**src/rtl/core/line_rasterizer_top_defines.svh**
```systemverilog
// Assertion macros shared by the line rasterizer RTL.
`ifndef LINE_RASTERIZER_TOP_DEFINES_SVH
`define LINE_RASTERIZER_TOP_DEFINES_SVH

`ifndef SYNTHESIS
// Checked outside reset only.
`define LR_ASSERT(label, prop, msg) \
   label: assert property (@(posedge clock) disable iff (reset) prop) else $error(msg);
// Checked at every edge, reset included.
`define LR_ASSERT_ALWAYS(label, prop, msg) \
   label: assert property (@(posedge clock) prop) else $error(msg);
`else
`define LR_ASSERT(label, prop, msg)
`define LR_ASSERT_ALWAYS(label, prop, msg)
`endif

`endif

```
**src/rtl/core/lr_pkg.sv**
```systemverilog
// Types and constants shared by the line rasterizer.
package lr_pkg;

   localparam int COORD_BITS       = 11;
   localparam int ERR_BITS         = COORD_BITS + 3;
   localparam int ADDR_BITS        = 2 * COORD_BITS;
   localparam int ROW_WIDTH_BITS   = 12;
   localparam int COLOR_BITS       = 32;
   localparam int QUEUE_DEPTH      = 4;
   localparam int QUEUE_PTR_BITS   = $clog2(QUEUE_DEPTH);
   localparam int QUEUE_COUNT_BITS = $clog2(QUEUE_DEPTH + 1);

   localparam logic [ROW_WIDTH_BITS-1:0] ROW_WIDTH_RESET = ROW_WIDTH_BITS'(640);

   localparam logic FUNC_START = 1'b0;
   localparam logic FUNC_STEP  = 1'b1;

   typedef logic [COORD_BITS-1:0] coord_type;

   // Classified command, as it sits in the queue.
   typedef struct packed {
      logic                        is_start;
      coord_type                   pos_x;
      coord_type                   pos_y;
      coord_type                   major_end;
      coord_type                   span_major;
      coord_type                   span_minor;
      logic signed [ERR_BITS-1:0]  error_init;
      logic                        minor_down;
      logic                        x_is_major;
      logic [COLOR_BITS-1:0]       color;
   } lr_cmd_type;

   typedef struct packed {
      logic       valid;
      lr_cmd_type cmd;
   } lr_push_type;

   typedef struct packed {
      logic       valid;
      lr_cmd_type cmd;
   } lr_head_type;

endpackage

```
**src/rtl/core/lr_ifs.sv**
```systemverilog
// Channel interfaces: request, pixel response and register write.
interface lr_req_if;
   logic                          valid;
   logic                          ready;
   logic                          func;
   logic [lr_pkg::COORD_BITS-1:0] x_start;
   logic [lr_pkg::COORD_BITS-1:0] y_start;
   logic [lr_pkg::COORD_BITS-1:0] x_end;
   logic [lr_pkg::COORD_BITS-1:0] y_end;
   logic [lr_pkg::COLOR_BITS-1:0] draw_color;

   modport source (output valid, func, x_start, y_start, x_end, y_end, draw_color,
                   input ready);
   modport sink (input valid, func, x_start, y_start, x_end, y_end, draw_color,
                 output ready);
endinterface

interface lr_rsp_if;
   logic                          valid;
   logic                          ready;
   logic [lr_pkg::COORD_BITS-1:0] pixel_x;
   logic [lr_pkg::COORD_BITS-1:0] pixel_y;
   logic [lr_pkg::ADDR_BITS-1:0]  pixel_address;
   logic [lr_pkg::COLOR_BITS-1:0] pixel_color;
   logic                          last;

   modport source (output valid, pixel_x, pixel_y, pixel_address, pixel_color, last,
                   input ready);
   modport sink (input valid, pixel_x, pixel_y, pixel_address, pixel_color, last,
                 output ready);
endinterface

interface lr_csr_if;
   logic                              valid;
   logic                              ready;
   logic [lr_pkg::ROW_WIDTH_BITS-1:0] data;

   modport source (output valid, data, input ready);
   modport sink (input valid, data, output ready);
endinterface

```
**src/rtl/core/lr_front.sv**
```systemverilog
// Front end: takes request transactions, classifies start commands and pushes start and step commands to the queue.
module lr_front (
   lr_req_if.sink             req,
   input  logic               full,
   output lr_pkg::lr_push_type push
);

   logic signed [lr_pkg::COORD_BITS:0] dx;
   logic signed [lr_pkg::COORD_BITS:0] dy;
   logic signed [lr_pkg::COORD_BITS:0] adx_w;
   logic signed [lr_pkg::COORD_BITS:0] ady_w;
   lr_pkg::coord_type adx;
   lr_pkg::coord_type ady;
   lr_pkg::coord_type xs;
   lr_pkg::coord_type ys;
   lr_pkg::coord_type xe;
   lr_pkg::coord_type ye;
   logic x_major;
   logic swap;
   logic signed [lr_pkg::ERR_BITS-1:0] two_minor;
   logic signed [lr_pkg::ERR_BITS-1:0] major_ext;

   assign req.ready = !full;

   always_comb begin
      dx    = $signed({1'b0, req.x_end}) - $signed({1'b0, req.x_start});
      dy    = $signed({1'b0, req.y_end}) - $signed({1'b0, req.y_start});
      adx_w = dx[lr_pkg::COORD_BITS] ? -dx : dx;
      ady_w = dy[lr_pkg::COORD_BITS] ? -dy : dy;
      adx   = adx_w[lr_pkg::COORD_BITS-1:0];
      ady   = ady_w[lr_pkg::COORD_BITS-1:0];

      x_major = adx > ady;
      swap    = x_major ? dx[lr_pkg::COORD_BITS] : dy[lr_pkg::COORD_BITS];

      // order so the major coordinate climbs
      xs = swap ? req.x_end   : req.x_start;
      ys = swap ? req.y_end   : req.y_start;
      xe = swap ? req.x_start : req.x_end;
      ye = swap ? req.y_start : req.y_end;

      push.valid          = req.valid && !full;
      push.cmd.is_start   = (req.func == lr_pkg::FUNC_START);
      push.cmd.pos_x      = xs;
      push.cmd.pos_y      = ys;
      push.cmd.x_is_major = x_major;
      push.cmd.major_end  = x_major ? xe : ye;
      push.cmd.span_major = x_major ? adx : ady;
      push.cmd.span_minor = x_major ? ady : adx;
      push.cmd.minor_down = x_major ? (ye < ys) : (xe < xs);
      push.cmd.color      = req.draw_color;

      two_minor = $signed(lr_pkg::ERR_BITS'({push.cmd.span_minor, 1'b0}));
      major_ext = $signed(lr_pkg::ERR_BITS'(push.cmd.span_major));
      push.cmd.error_init = two_minor - major_ext;
   end

endmodule

```
**src/rtl/core/lr_queue.sv**
```systemverilog
// Command queue between front and back end.
`include "line_rasterizer_top_defines.svh"

module lr_queue (
   input  logic                clock,
   input  logic                reset,
   input  lr_pkg::lr_push_type push,
   output logic                full,
   input  logic                pop,
   output lr_pkg::lr_head_type head
);

   lr_pkg::lr_cmd_type entries_ff [lr_pkg::QUEUE_DEPTH];
   logic [lr_pkg::QUEUE_PTR_BITS-1:0]   wr_ptr_ff, wr_ptr_in;
   logic [lr_pkg::QUEUE_PTR_BITS-1:0]   rd_ptr_ff, rd_ptr_in;
   logic [lr_pkg::QUEUE_COUNT_BITS-1:0] count_ff, count_in;
   logic do_push;
   logic do_pop;

   assign full       = (count_ff == lr_pkg::QUEUE_COUNT_BITS'(lr_pkg::QUEUE_DEPTH));
   assign head.valid = (count_ff != '0);
   assign head.cmd   = entries_ff[rd_ptr_ff];

   assign do_push = push.valid && !full;
   assign do_pop  = pop && head.valid;

   always_comb begin
      wr_ptr_in = do_push ? wr_ptr_ff + 1'b1 : wr_ptr_ff;
      rd_ptr_in = do_pop  ? rd_ptr_ff + 1'b1 : rd_ptr_ff;
      count_in  = count_ff;
      if (do_push && !do_pop) begin
         count_in = count_ff + 1'b1;
      end else if (do_pop && !do_push) begin
         count_in = count_ff - 1'b1;
      end
   end

   always_ff @(posedge clock) begin
      if (reset) begin
         wr_ptr_ff <= '0;
         rd_ptr_ff <= '0;
         count_ff  <= '0;
      end else begin
         wr_ptr_ff <= wr_ptr_in;
         rd_ptr_ff <= rd_ptr_in;
         count_ff  <= count_in;
      end
   end

   always_ff @(posedge clock) begin
      if (do_push) begin
         entries_ff[wr_ptr_ff] <= push.cmd;
      end
   end

   `LR_ASSERT(a_count_bound, count_ff <= lr_pkg::QUEUE_COUNT_BITS'(lr_pkg::QUEUE_DEPTH), "queue count past depth")
   `LR_ASSERT(a_ptr_gap, (wr_ptr_ff - rd_ptr_ff) == lr_pkg::QUEUE_PTR_BITS'(count_ff), "queue pointers disagree with count")

endmodule

```
**src/rtl/core/lr_back.sv**
```systemverilog
// Back end: Bresenham stepping and the registered pixel output.
`include "line_rasterizer_top_defines.svh"

module lr_back (
   input  logic                              clock,
   input  logic                              reset,
   input  lr_pkg::lr_head_type               head,
   output logic                              pop,
   input  logic [lr_pkg::ROW_WIDTH_BITS-1:0] row_width,
   lr_rsp_if.source                          rsp
);

   lr_pkg::coord_type pos_x_ff, pos_x_in;
   lr_pkg::coord_type pos_y_ff, pos_y_in;
   lr_pkg::coord_type major_end_ff, major_end_in;
   lr_pkg::coord_type span_major_ff, span_major_in;
   lr_pkg::coord_type span_minor_ff, span_minor_in;
   logic signed [lr_pkg::ERR_BITS-1:0] error_ff, error_in;
   logic minor_down_ff, minor_down_in;
   logic x_is_major_ff, x_is_major_in;
   logic [lr_pkg::COLOR_BITS-1:0] color_ff, color_in;
   logic busy_ff, busy_in;

   logic rsp_valid_ff, rsp_valid_in;
   lr_pkg::coord_type rsp_x_ff;
   lr_pkg::coord_type rsp_y_ff;
   logic [lr_pkg::ADDR_BITS-1:0] rsp_addr_ff, rsp_addr_in;
   logic [lr_pkg::COLOR_BITS-1:0] rsp_color_ff;
   logic rsp_last_ff;

   logic emit;
   logic is_last;
   lr_pkg::coord_type minor_pos;
   lr_pkg::coord_type minor_next;
   logic signed [lr_pkg::ERR_BITS-1:0] two_minor;
   logic signed [lr_pkg::ERR_BITS-1:0] two_major;
   logic [lr_pkg::COORD_BITS+lr_pkg::ROW_WIDTH_BITS-1:0] row_product;

   assign pop  = head.valid && (!rsp_valid_ff || rsp.ready);
   assign emit = pop && !head.cmd.is_start && busy_ff;

   assign is_last = (x_is_major_ff ? pos_x_ff : pos_y_ff) == major_end_ff;

   always_comb begin
      pos_x_in      = pos_x_ff;
      pos_y_in      = pos_y_ff;
      major_end_in  = major_end_ff;
      span_major_in = span_major_ff;
      span_minor_in = span_minor_ff;
      error_in      = error_ff;
      minor_down_in = minor_down_ff;
      x_is_major_in = x_is_major_ff;
      color_in      = color_ff;
      busy_in       = busy_ff;

      two_minor  = $signed(lr_pkg::ERR_BITS'({span_minor_ff, 1'b0}));
      two_major  = $signed(lr_pkg::ERR_BITS'({span_major_ff, 1'b0}));
      minor_pos  = x_is_major_ff ? pos_y_ff : pos_x_ff;
      minor_next = minor_down_ff ? minor_pos - 1'b1 : minor_pos + 1'b1;

      if (pop && head.cmd.is_start) begin
         pos_x_in      = head.cmd.pos_x;
         pos_y_in      = head.cmd.pos_y;
         major_end_in  = head.cmd.major_end;
         span_major_in = head.cmd.span_major;
         span_minor_in = head.cmd.span_minor;
         error_in      = head.cmd.error_init;
         minor_down_in = head.cmd.minor_down;
         x_is_major_in = head.cmd.x_is_major;
         color_in      = head.cmd.color;
         busy_in       = 1'b1;
      end else if (emit) begin
         if (is_last) begin
            busy_in = 1'b0;
         end else begin
            if (x_is_major_ff) begin
               pos_x_in = pos_x_ff + 1'b1;
            end else begin
               pos_y_in = pos_y_ff + 1'b1;
            end
            if (error_ff[lr_pkg::ERR_BITS-1]) begin
               error_in = error_ff + two_minor;
            end else begin
               if (x_is_major_ff) begin
                  pos_y_in = minor_next;
               end else begin
                  pos_x_in = minor_next;
               end
               error_in = error_ff + two_minor - two_major;
            end
         end
      end
   end

   always_comb begin
      row_product = pos_y_ff * row_width;
      rsp_addr_in = lr_pkg::ADDR_BITS'(row_product) + lr_pkg::ADDR_BITS'(pos_x_ff);
      rsp_valid_in = emit ? 1'b1 : (rsp_valid_ff && !rsp.ready);
   end

   always_ff @(posedge clock) begin
      if (reset) begin
         busy_ff      <= 1'b0;
         rsp_valid_ff <= 1'b0;
      end else begin
         busy_ff      <= busy_in;
         rsp_valid_ff <= rsp_valid_in;
      end
   end

   always_ff @(posedge clock) begin
      pos_x_ff      <= pos_x_in;
      pos_y_ff      <= pos_y_in;
      major_end_ff  <= major_end_in;
      span_major_ff <= span_major_in;
      span_minor_ff <= span_minor_in;
      error_ff      <= error_in;
      minor_down_ff <= minor_down_in;
      x_is_major_ff <= x_is_major_in;
      color_ff      <= color_in;
      if (emit) begin
         rsp_x_ff     <= pos_x_ff;
         rsp_y_ff     <= pos_y_ff;
         rsp_addr_ff  <= rsp_addr_in;
         rsp_color_ff <= color_ff;
         rsp_last_ff  <= is_last;
      end
   end

   assign rsp.valid         = rsp_valid_ff;
   assign rsp.pixel_x       = rsp_x_ff;
   assign rsp.pixel_y       = rsp_y_ff;
   assign rsp.pixel_address = rsp_addr_ff;
   assign rsp.pixel_color   = rsp_color_ff;
   assign rsp.last          = rsp_last_ff;

   `LR_ASSERT_ALWAYS(a_reset_quiet, reset |=> !rsp_valid_ff && !busy_ff, "state not cleared by reset")
   `LR_ASSERT(a_start_arms, (pop && head.cmd.is_start) |=> busy_ff, "start did not arm a line")
   `LR_ASSERT(a_last_ends, (emit && is_last) |=> !busy_ff, "line still active after last pixel")
   `LR_ASSERT(a_emit_needs_line, emit |-> busy_ff && !head.cmd.is_start, "pixel emitted with no line")

endmodule

```
**src/rtl/core/line_rasterizer_top.sv**
```systemverilog
// Line rasterizer top level: register, front end, queue and back end.
// Bresenham line rasterizer. A start transaction (func 0) loads two endpoints
// and a colour and produces no pixel; each step transaction (func 1) produces
// one pixel with its framebuffer word offset x + y*row_width, with last set
// on the final pixel; a step with no line active produces nothing. Both
// channels move one transaction per clock in steady state while rsp is
// ready and the queue has room: the back end's Bresenham update (with the
// row-width multiply into the output register) sets that rate. A taken
// step transaction is written into the four-entry command queue, and its
// pixel is valid on rsp once the back end pops it and loads the output
// register. row_width is written on csr, which is always ready, and must only
// change while no transactions are in flight.
module line_rasterizer_top (
   input  logic    clock,
   input  logic    reset,
   lr_req_if.sink  req_if,
   lr_rsp_if.source rsp_if,
   lr_csr_if.sink  csr_if
);

   logic [lr_pkg::ROW_WIDTH_BITS-1:0] row_width_ff, row_width_in;
   lr_pkg::lr_push_type push;
   lr_pkg::lr_head_type head;
   logic full;
   logic pop;

   assign csr_if.ready = 1'b1;
   assign row_width_in = csr_if.valid ? csr_if.data : row_width_ff;

   always_ff @(posedge clock) begin
      if (reset) begin
         row_width_ff <= lr_pkg::ROW_WIDTH_RESET;
      end else begin
         row_width_ff <= row_width_in;
      end
   end

   lr_front u_front (
      .req  (req_if),
      .full (full),
      .push (push)
   );

   lr_queue u_queue (
      .clock (clock),
      .reset (reset),
      .push  (push),
      .full  (full),
      .pop   (pop),
      .head  (head)
   );

   lr_back u_back (
      .clock     (clock),
      .reset     (reset),
      .head      (head),
      .pop       (pop),
      .row_width (row_width_ff),
      .rsp       (rsp_if)
   );

endmodule
```
**src/flat_wrapper.sv**
```systemverilog
// flat-port wrapper written by rule: the top's interface ports become plain ports
module line_rasterizer_top_flat 
  (clock, reset, req_if_valid, req_if_func, req_if_x_start, req_if_y_start, req_if_x_end, req_if_y_end, req_if_draw_color, req_if_ready, rsp_if_valid, rsp_if_pixel_x, rsp_if_pixel_y, rsp_if_pixel_address, rsp_if_pixel_color, rsp_if_last, rsp_if_ready, csr_if_valid, csr_if_data, csr_if_ready);
  lr_req_if req_if_i ();
  lr_rsp_if rsp_if_i ();
  lr_csr_if csr_if_i ();
  input  logic clock;
  input  logic reset;
  input wire logic [$bits(req_if_i.valid)-1:0] req_if_valid;
  input wire logic [$bits(req_if_i.func)-1:0] req_if_func;
  input wire logic [$bits(req_if_i.x_start)-1:0] req_if_x_start;
  input wire logic [$bits(req_if_i.y_start)-1:0] req_if_y_start;
  input wire logic [$bits(req_if_i.x_end)-1:0] req_if_x_end;
  input wire logic [$bits(req_if_i.y_end)-1:0] req_if_y_end;
  input wire logic [$bits(req_if_i.draw_color)-1:0] req_if_draw_color;
  output wire logic [$bits(req_if_i.ready)-1:0] req_if_ready;
  output wire logic [$bits(rsp_if_i.valid)-1:0] rsp_if_valid;
  output wire logic [$bits(rsp_if_i.pixel_x)-1:0] rsp_if_pixel_x;
  output wire logic [$bits(rsp_if_i.pixel_y)-1:0] rsp_if_pixel_y;
  output wire logic [$bits(rsp_if_i.pixel_address)-1:0] rsp_if_pixel_address;
  output wire logic [$bits(rsp_if_i.pixel_color)-1:0] rsp_if_pixel_color;
  output wire logic [$bits(rsp_if_i.last)-1:0] rsp_if_last;
  input wire logic [$bits(rsp_if_i.ready)-1:0] rsp_if_ready;
  input wire logic [$bits(csr_if_i.valid)-1:0] csr_if_valid;
  input wire logic [$bits(csr_if_i.data)-1:0] csr_if_data;
  output wire logic [$bits(csr_if_i.ready)-1:0] csr_if_ready;
  assign req_if_i.valid = req_if_valid;
  assign req_if_i.func = req_if_func;
  assign req_if_i.x_start = req_if_x_start;
  assign req_if_i.y_start = req_if_y_start;
  assign req_if_i.x_end = req_if_x_end;
  assign req_if_i.y_end = req_if_y_end;
  assign req_if_i.draw_color = req_if_draw_color;
  assign req_if_ready = req_if_i.ready;
  assign rsp_if_valid = rsp_if_i.valid;
  assign rsp_if_pixel_x = rsp_if_i.pixel_x;
  assign rsp_if_pixel_y = rsp_if_i.pixel_y;
  assign rsp_if_pixel_address = rsp_if_i.pixel_address;
  assign rsp_if_pixel_color = rsp_if_i.pixel_color;
  assign rsp_if_last = rsp_if_i.last;
  assign rsp_if_i.ready = rsp_if_ready;
  assign csr_if_i.valid = csr_if_valid;
  assign csr_if_i.data = csr_if_data;
  assign csr_if_ready = csr_if_i.ready;
  line_rasterizer_top u_core (.clock(clock), .reset(reset), .req_if(req_if_i), .rsp_if(rsp_if_i), .csr_if(csr_if_i));
endmodule
```
**config.mk**
```make
export PLATFORM = sky130hd
export DESIGN_NAME = line_rasterizer_top_flat
export DESIGN_NICKNAME = d
export VERILOG_FILES = /design/src/rtl/core/lr_pkg.sv /design/src/rtl/core/lr_ifs.sv /design/src/rtl/core/lr_front.sv /design/src/rtl/core/lr_queue.sv /design/src/rtl/core/lr_back.sv /design/src/rtl/core/line_rasterizer_top.sv /design/src/flat_wrapper.sv
export VERILOG_INCLUDE_DIRS = /design/src /design/src/rtl/core
export SDC_FILE = /design/constraint.sdc
export NUM_CORES = 1
export LEC_CHECK = 0
export ABC_AREA = 1
export ABC_CLOCK_PERIOD_IN_PS = 5760
export BUFFER_PORTS_ARGS = -buffer_cell sky130_fd_sc_hd__buf_2
export CORE_ASPECT_RATIO = 1.1
export CORE_UTILIZATION = 23
export DETAILED_ROUTE_END_ITERATION = 10
export PLACE_DENSITY = 0.35
export SYNTH_ARGS = -nofsm -noshare
export SYNTH_HDL_FRONTEND = slang
export SYNTH_SLANG_ARGS = --single-unit
```
**constraint.sdc**
```tcl
create_clock -name clock -period 5.76 [get_ports clock]
set_input_delay 0.288 -clock clock [delete_from_list [all_inputs] [get_ports clock]]
set_output_delay 0.288 -clock clock [all_outputs]
set_load 0.02 [all_outputs]
```
### Yosys cells after proc, flatten, opt, wreduce, memory -nomap -nowiden

Memory sizes are Yosys's and may differ from the RTL's. A register that Yosys moved wholly into a read port is not among the register bits.
Cells that the tools add are included.

* bitwise operators: 1
* reductions and logical operators: 23
* add/sub/neg operators: 16
* mux-type cells: 40
* multiply operators: 1
* magnitude comparators: 3
* equality and inequality tests: 3

Operator list (number)
* 11-bit two-way mux: 24
* 14-bit two-way mux: 4
* 11-bit by 1-bit adder with 11-bit output, second input constant: 3
* 11-bit by 11-bit subtractor with 12-bit output: 2
* 22-bit by 11-bit adder with 22-bit output: 1
* 11-bit less-than comparator: 2
* 11-bit by 12-bit multiplier with 22-bit output: 1
* 11-bit negation: 2
* 14-bit by 13-bit adder with 14-bit output: 1
* 14-bit by 13-bit subtractor with 14-bit output: 1
* 12-bit by 11-bit subtractor with 13-bit output: 1
* 11-bit == test: 1
* 11-bit > comparator: 1
* 11-bit by 1-bit subtractor with 11-bit output, second input constant: 1
* 1-bit logical AND: 10
* 1-bit two-way mux: 8
* 1-bit zero test: 6
* 3-bit two-way mux: 2
* 2-bit nonzero test: 3
* 2-bit by 1-bit adder with 2-bit output, second input constant: 2
* 2-bit two-way mux: 2
* 2-bit AND reduction: 2
* 3-bit by 1-bit adder with 3-bit output, second input constant: 1
* 3-bit == test, second input constant: 1
* 5 further kinds: 5

* bits in registers: 201
* bits in writable memories: 416
* input bits: 94
* output and inout port bits: 80
* memories kept: 1
* word-level logic and storage cells: 108

Memories
* u_core.u_queue.entries_ff: words 4, bits a word 104, read ports 1, clocked after Yosys merged registers in 1, wr ports 1, line lr_queue.sv:13 `lr_pkg::lr_cmd_type entries_ff [lr_pkg::QUEUE_DEPTH];`

### Longest topological paths before layout

* depth in word-level cells: 8
* mapped depth: 39
* mapped depth without buffers: 37

### Cells and area by module

From an unflattened synthesis, not the netlist that was laid out.

* cells, all modules: 3339
* area, all modules: 33886.2 µm²

Modules (own cells, without submodules)
* lr_queue: times used 1, area an instance 16052.9 µm², cells an instance 1074
* lr_back: times used 1, area an instance 13245.2 µm², cells an instance 1414
* lr_front: times used 1, area an instance 4083.9 µm², cells an instance 776
* line_rasterizer_top: times used 1, area an instance 504.2 µm², cells an instance 75

### Worst setup path after synthesis

Ideal clock, no wire load.

* kind: register to register
* start point: register u_core.u_queue.count_ff[0] in the netlist's numbering
* end point: memory u_core.u_queue.entries_ff[0][0] in the netlist's numbering, enable pin
* arrival time: 5.092 ns
* setup slack: 0.104 ns
* stages on the path, launching flop included: 5
* setup time: 0.564 ns
* cell sequence: dfxtp_1 inv_1 nand3_1 nand2_1 nor2_1

* cells in the longest elaborated chain, start to end: 6

RTL lines
* start: declaration: line lr_queue.sv:16 `logic [lr_pkg::QUEUE_COUNT_BITS-1:0] count_ff, count_in;`
* start signal: assignment: line lr_queue.sv:46 `count_ff <= count_in;`
* 3-bit == test *: line lr_queue.sv:20 `assign full = (count_ff == lr_pkg::QUEUE_COUNT_BITS'(lr_pkg::QUEUE_DEPTH));`
* 1-bit zero test *
* named net req_if_ready: line flat_wrapper.sv:16 `output wire logic [$bits(req_if_i.ready)-1:0] req_if_ready;`
* 1-bit logical AND: line lr_front.sv:42 `push.valid = req.valid && !full;`
* 1-bit logical AND *: line lr_queue.sv:24 `assign do_push = push.valid && !full;`
* 1-bit two-way mux *: line lr_queue.sv:51 `if (do_push) begin`
* 1-bit two-way mux (not written as such) *: line lr_queue.sv:52 `entries_ff[wr_ptr_ff] <= push.cmd;`
* end: declaration: line lr_queue.sv:13

Mark *: on every way through the listed nets, which the timed path passes. The rest lies on a longest branch.

### Worst setup path in the final report

* start point: register u_core.u_back.pos_y_ff[4]
* end point: register u_core.u_back.rsp_addr_ff (netlist bit u_core.u_back.rsp.pixel_address[21]), data pin

* cells in the longest elaborated chain, start to end: 2

RTL lines
* start: declaration: line lr_back.sv:14 `lr_pkg::coord_type pos_y_ff, pos_y_in;`
* start signal: assignment: line lr_back.sv:113 `pos_y_ff <= pos_y_in;`
* 11-bit by 12-bit multiplier with 22-bit output: line lr_back.sv:96 `row_product = pos_y_ff * row_width;`
* 22-bit by 11-bit adder with 22-bit output: line lr_back.sv:97 `rsp_addr_in = lr_pkg::ADDR_BITS'(row_product) + lr_pkg::ADDR_BITS'(pos_x_ff);`
* named net u_core.u_back.rsp_addr_in, one bit: line lr_back.sv:27 `logic [lr_pkg::ADDR_BITS-1:0] rsp_addr_ff, rsp_addr_in;`
* end signal: assignment: line lr_back.sv:124 `rsp_addr_ff <= rsp_addr_in;`
* end: declaration: line lr_back.sv:27

The timed path passes the listed nets, and every way through them passes these cells.
A chain may end at the register's enable or synchronous reset.

==> flow_results.xml <==
<?xml version="1.0" encoding="UTF-8"?>
<metrics>
  <group name="yosys">
    <metric name="synth_edf_count" unit="">587</metric>
    <metric name="ys_warn_count" unit="">0</metric>
    <metric name="synth_top_flop_cell" unit="">sky130_fd_sc_hd__edfxtp_1</metric>
    <metric name="post_synth_main_area_contributors" unit="">sky130_fd_sc_hd__edfxtp_1 55%, sky130_fd_sc_hd__fa_1 6.6%, sky130_fd_sc_hd__nand2_1 6.1%</metric>
    <metric name="synth.top_cell.area_share" unit="%">55.0</metric>
    <metric name="syn_inst" unit="">3048</metric>
    <metric name="postSynthRegisterBits" unit="">610</metric>
    <metric name="seq_area_frac_synth" unit="%">56.4</metric>
    <metric name="synthArstFlopShare" unit="%">0</metric>
    <metric name="post_synthesis_cell_type_count" unit="">54</metric>
    <metric name="post-synth-top-area-cell" unit="">sky130_fd_sc_hd__edfxtp_1</metric>
    <metric name="synthesized_area_divided_by_synthesized_cell_count" unit="µm²">10.5</metric>
    <metric name="synthesis.nets" unit="">3389</metric>
    <metric name="synth_area" unit="µm²">32000</metric>
  </group>
  <group name="layout">
    <metric name="diodes" unit="">0</metric>
    <metric name="syn2layout_area_growth" unit="%">21.3</metric>
    <metric name="stdcell_area" unit="µm²">38900</metric>
    <metric name="mostFrequentLayoutCell" unit="">sky130_fd_sc_hd__edfxtp_1</metric>
    <metric name="commonest_cells_after_routing_fill_and_taps_aside" unit="">587 x sky130_fd_sc_hd__edfxtp_1, 522 x sky130_fd_sc_hd__nand2_1, 383 x sky130_fd_sc_hd__inv_1</metric>
    <metric name="share_of_layout_cells_above_drive_strength_1" unit="%">15.1</metric>
    <metric name="fin_nets" unit="">3767</metric>
  </group>
  <group name="sta">
    <metric name="finalSetupViolCount" unit="">0</metric>
    <metric name="finalCritPeriodShare" unit="%">93.9</metric>
    <metric name="maxSlewViolCount" unit="">0</metric>
    <metric name="timing.max_slew.rel_slack" unit="%">29.5</metric>
    <metric name="max_freq" unit="MHz">185</metric>
    <metric name="tightestPinTransition" unit="ps">1060</metric>
    <metric name="finClkSkew" unit="ps">28.7</metric>
    <metric name="timing.final.crit_period" unit="ps">5410</metric>
    <metric name="setup_repair_after_global_routing_missed_its_margin" unit="">true</metric>
    <metric name="report.final.hold_viol_count" unit="">0</metric>
    <metric name="finalWorstSetupSlack" unit="ps">354</metric>
  </group>
  <group name="placed_design">
    <metric name="port-buffer-count" unit="">172</metric>
    <metric name="pre_cts_slack" unit="ps">-234</metric>
    <metric name="globalplace.congestion" unit="">0.785</metric>
    <metric name="post_dp_cell_area" unit="µm²">36300</metric>
    <metric name="place_hpwl" unit="mm">64.1</metric>
  </group>
  <group name="clock_tree">
    <metric name="cts.path.max_buffers" unit="">3</metric>
    <metric name="cts_root_buf" unit="">sky130_fd_sc_hd__clkbuf_16</metric>
    <metric name="tritoncts.num_buffers" unit="">71</metric>
    <metric name="h-tree-depth" unit="">3</metric>
    <metric name="tritoncts" unit="">built</metric>
    <metric name="clk_pin_slew_worst_paths" unit="ps">60</metric>
    <metric name="tritoncts_num_sinks" unit="">610</metric>
    <metric name="clk_latency" unit="ps">640</metric>
  </group>
  <group name="die">
    <metric name="dieArea" unit="µm²">141000</metric>
    <metric name="core_region_area" unit="µm²">138000</metric>
    <metric name="initial_core_util" unit="%">23.2</metric>
    <metric name="rows" unit="">143</metric>
    <metric name="die_x" unit="µm">358</metric>
    <metric name="pin_count" unit="">174</metric>
    <metric name="die_height" unit="µm">394</metric>
  </group>
  <group name="drt">
    <metric name="postRouteAntennaNets" unit="">0</metric>
    <metric name="avgViaCountPerCell" unit="">4.19</metric>
    <metric name="drcViolationCount" unit="">0</metric>
    <metric name="drt-total-wl" unit="mm">93.8</metric>
    <metric name="drt-initial-drc-count" unit="">1013</metric>
    <metric name="drtPass1Iterations" unit="">5</metric>
    <metric name="num_vias" unit="">22114</metric>
    <metric name="drt-wirelength-per-cell" unit="µm">17.8</metric>
  </group>
  <group name="job">
    <metric name="cap_violations" unit="">0</metric>
  </group>
  <group name="setup_path">
    <metric name="setup.reg_to_reg.worst_slack" unit="ps">350</metric>
    <metric name="path_max_fanout" unit="">9</metric>
    <metric name="crit_slowest_cell" unit="">sky130_fd_sc_hd__fa_1</metric>
    <metric name="cp.required" unit="ps">6140</metric>
    <metric name="worstSetupEndpointType" unit="">flop</metric>
    <metric name="critical_path.startpoint_type" unit="">flop</metric>
    <metric name="worst_path_most_repeated_cell" unit="">sky130_fd_sc_hd__fa_1</metric>
    <metric name="cp_cell_sequence" unit="">buf_4 -&gt; buf_4 -&gt; nand2_1 -&gt; inv_1 -&gt; fa_1 -&gt; fa_1 -&gt; inv_1 -&gt; fa_1 -&gt; fa_1 -&gt; fa_1 -&gt; inv_1 -&gt; ha_1 -&gt; a21oi_1 -&gt; o21ai_0 -&gt; a21oi_1 -&gt; o21ai_1 -&gt; a31oi_1 -&gt; nor2_1 -&gt; a21boi_1 -&gt; o21ai_1 -&gt; xor2_1</metric>
    <metric name="critical-path-max-stage-delay" unit="ps">570</metric>
    <metric name="crit_type" unit="">reg -&gt; reg</metric>
    <metric name="cell_family_contributing_the_most_delay_on_the_critical_path" unit="">adder cells</metric>
    <metric name="worst-path-buf-inv" unit="">5</metric>
    <metric name="worst_ep_arrival_time" unit="ps">5780</metric>
  </group>
  <group name="global_routing">
    <metric name="grt_pass1_wl" unit="mm">143</metric>
    <metric name="grt_antenna_before_repair" unit="">0</metric>
    <metric name="grt_use_total" unit="%">13.4</metric>
    <metric name="gr-total-overflow" unit="">0</metric>
    <metric name="grt_max_degree" unit="">128</metric>
    <metric name="first_global_vias" unit="">22866</metric>
  </group>
  <group name="run_status">
    <metric name="run_status" unit="">finished clean</metric>
  </group>
  <group name="worst_hold_path">
    <metric name="worstHoldPathType" unit="">in -&gt; reg</metric>
  </group>
</metrics>
## cells in the mapped netlist, types with 5 or more instances
cell type,number
sky130_fd_sc_hd__buf_1,5
sky130_fd_sc_hd__o21ai_0,317
sky130_fd_sc_hd__nand3b_1,6
sky130_fd_sc_hd__nand4_1,7
sky130_fd_sc_hd__nor3_1,8
sky130_fd_sc_hd__xnor2_1,23
sky130_fd_sc_hd__or2_2,8
sky130_fd_sc_hd__xor2_1,65
sky130_fd_sc_hd__buf_6,8
sky130_fd_sc_hd__inv_1,385
sky130_fd_sc_hd__nor2_1,335
sky130_fd_sc_hd__edfxtp_1,587
sky130_fd_sc_hd__clkbuf_1,113
sky130_fd_sc_hd__o22ai_1,97
sky130_fd_sc_hd__dfxtp_1,23
sky130_fd_sc_hd__ha_1,141
sky130_fd_sc_hd__a21oi_1,85
sky130_fd_sc_hd__fa_1,106
sky130_fd_sc_hd__nand3_1,77
sky130_fd_sc_hd__nand2_1,522
sky130_fd_sc_hd__a211oi_1,5
sky130_fd_sc_hd__nand2_2,5
sky130_fd_sc_hd__o21ai_1,17
sky130_fd_sc_hd__a31oi_1,29
sky130_fd_sc_hd__o21bai_1,9
## cells by family (layout without fill, tap and decap cells)
group	count (synthesis)	count (layout)	share of synthesized area (%)
other cells	1	1	0.0117
buf+inv	524	939	6.39
compound gates	586	586	10.0
xor+xnor	88	88	2.40
fa+ha+maj	247	247	12.1
mux	4	4	0.125
flops	610	610	56.4
simple gates	988	988	12.5
## sequential cells by signal, summed over array words and instances (netlist names), 3 cells and up, named ones only
| name | flops |
|---|---|
| u_core.u_back.major_end_ff | 11 |
| u_core.u_back.span_minor_ff | 11 |
| u_core.u_back.error_ff | 13 |
| u_core.u_back.color_ff | 32 |
| u_core.u_back.rsp.pixel_x | 11 |
| u_core.u_back.span_major_ff | 11 |
| u_core.u_back.pos_y_ff | 11 |
| u_core.u_back.rsp.pixel_color | 32 |
| u_core.row_width_ff | 12 |
| u_core.u_queue.count_ff | 3 |
| u_core.u_back.pos_x_ff | 11 |
| u_core.u_queue.entries_ff | 408 |
| u_core.u_back.rsp.pixel_address | 22 |
| u_core.u_back.rsp.pixel_y | 11 |
## worst paths after layout
path | cells after the start | to | from
max reg2reg | 21 | u_core.u_back.rsp.pixel_address[21] | u_core.u_back.pos_y_ff[4]
min | 3 | u_core.row_width_ff[9] | csr_if_valid
min reg2reg | 0 | u_core.u_back.rsp.pixel_color[23] | u_core.u_back.color_ff[23]
max | 21 | u_core.u_back.rsp.pixel_address[21] | u_core.u_back.pos_y_ff[4]
## metrics by stage
step | util [%] | setup TNS (ps) | cells | hold slack, ps
3_3_place_gp | 26.3 | -1220 | 5109 | 401
6_report | 28.2 | 0 | 5275 | 66.7
2_1_floorplan | - | 0 | 3048 | 357
5_1_grt | 28.2 | -25.2 | 5275 | 62.9
3_5_place_dp | 26.3 | -1680 | 5109 | 405
4_1_cts | 28.1 | 0 | 5269 | 7.53
## tightest hold or removal path: stages
cell	delay [ps]
sky130_fd_sc_hd__buf_2	180
sky130_fd_sc_hd__nand2_1	90
sky130_fd_sc_hd__nand3_1	80
## area by class of cell
type                    instances  area [µm²]
fillers                     14549       99200
flip-flops and latches        610       18100
multi-input cells            1914       12000
repair buffers                437        3060
well taps                    1812        2270
clock buffers                  87        1850
inverters                     392        1480
clock inverters                23         164
## what timing repair did
action,in CTS,in global routing
buffers inserted,2,6
gates resized for setup,1,7
pin swaps,0,0
hold endpoints to repair,146,0
endpoints found under the setup margin,1,7
hold buffers,48,0
## layer usage
layer	routed length (µm)	up-vias	global-route usage [%]
met3	2780	96	1.63
met1	46400	10637	18.8
met4	1800	0	3.71
li1	-	11080	-
met5	0	-	0
met2	42800	301	21.6
Power is not shown: default switching activity piles up to over one toggle a cycle in this logic, so the estimate is an artifact.
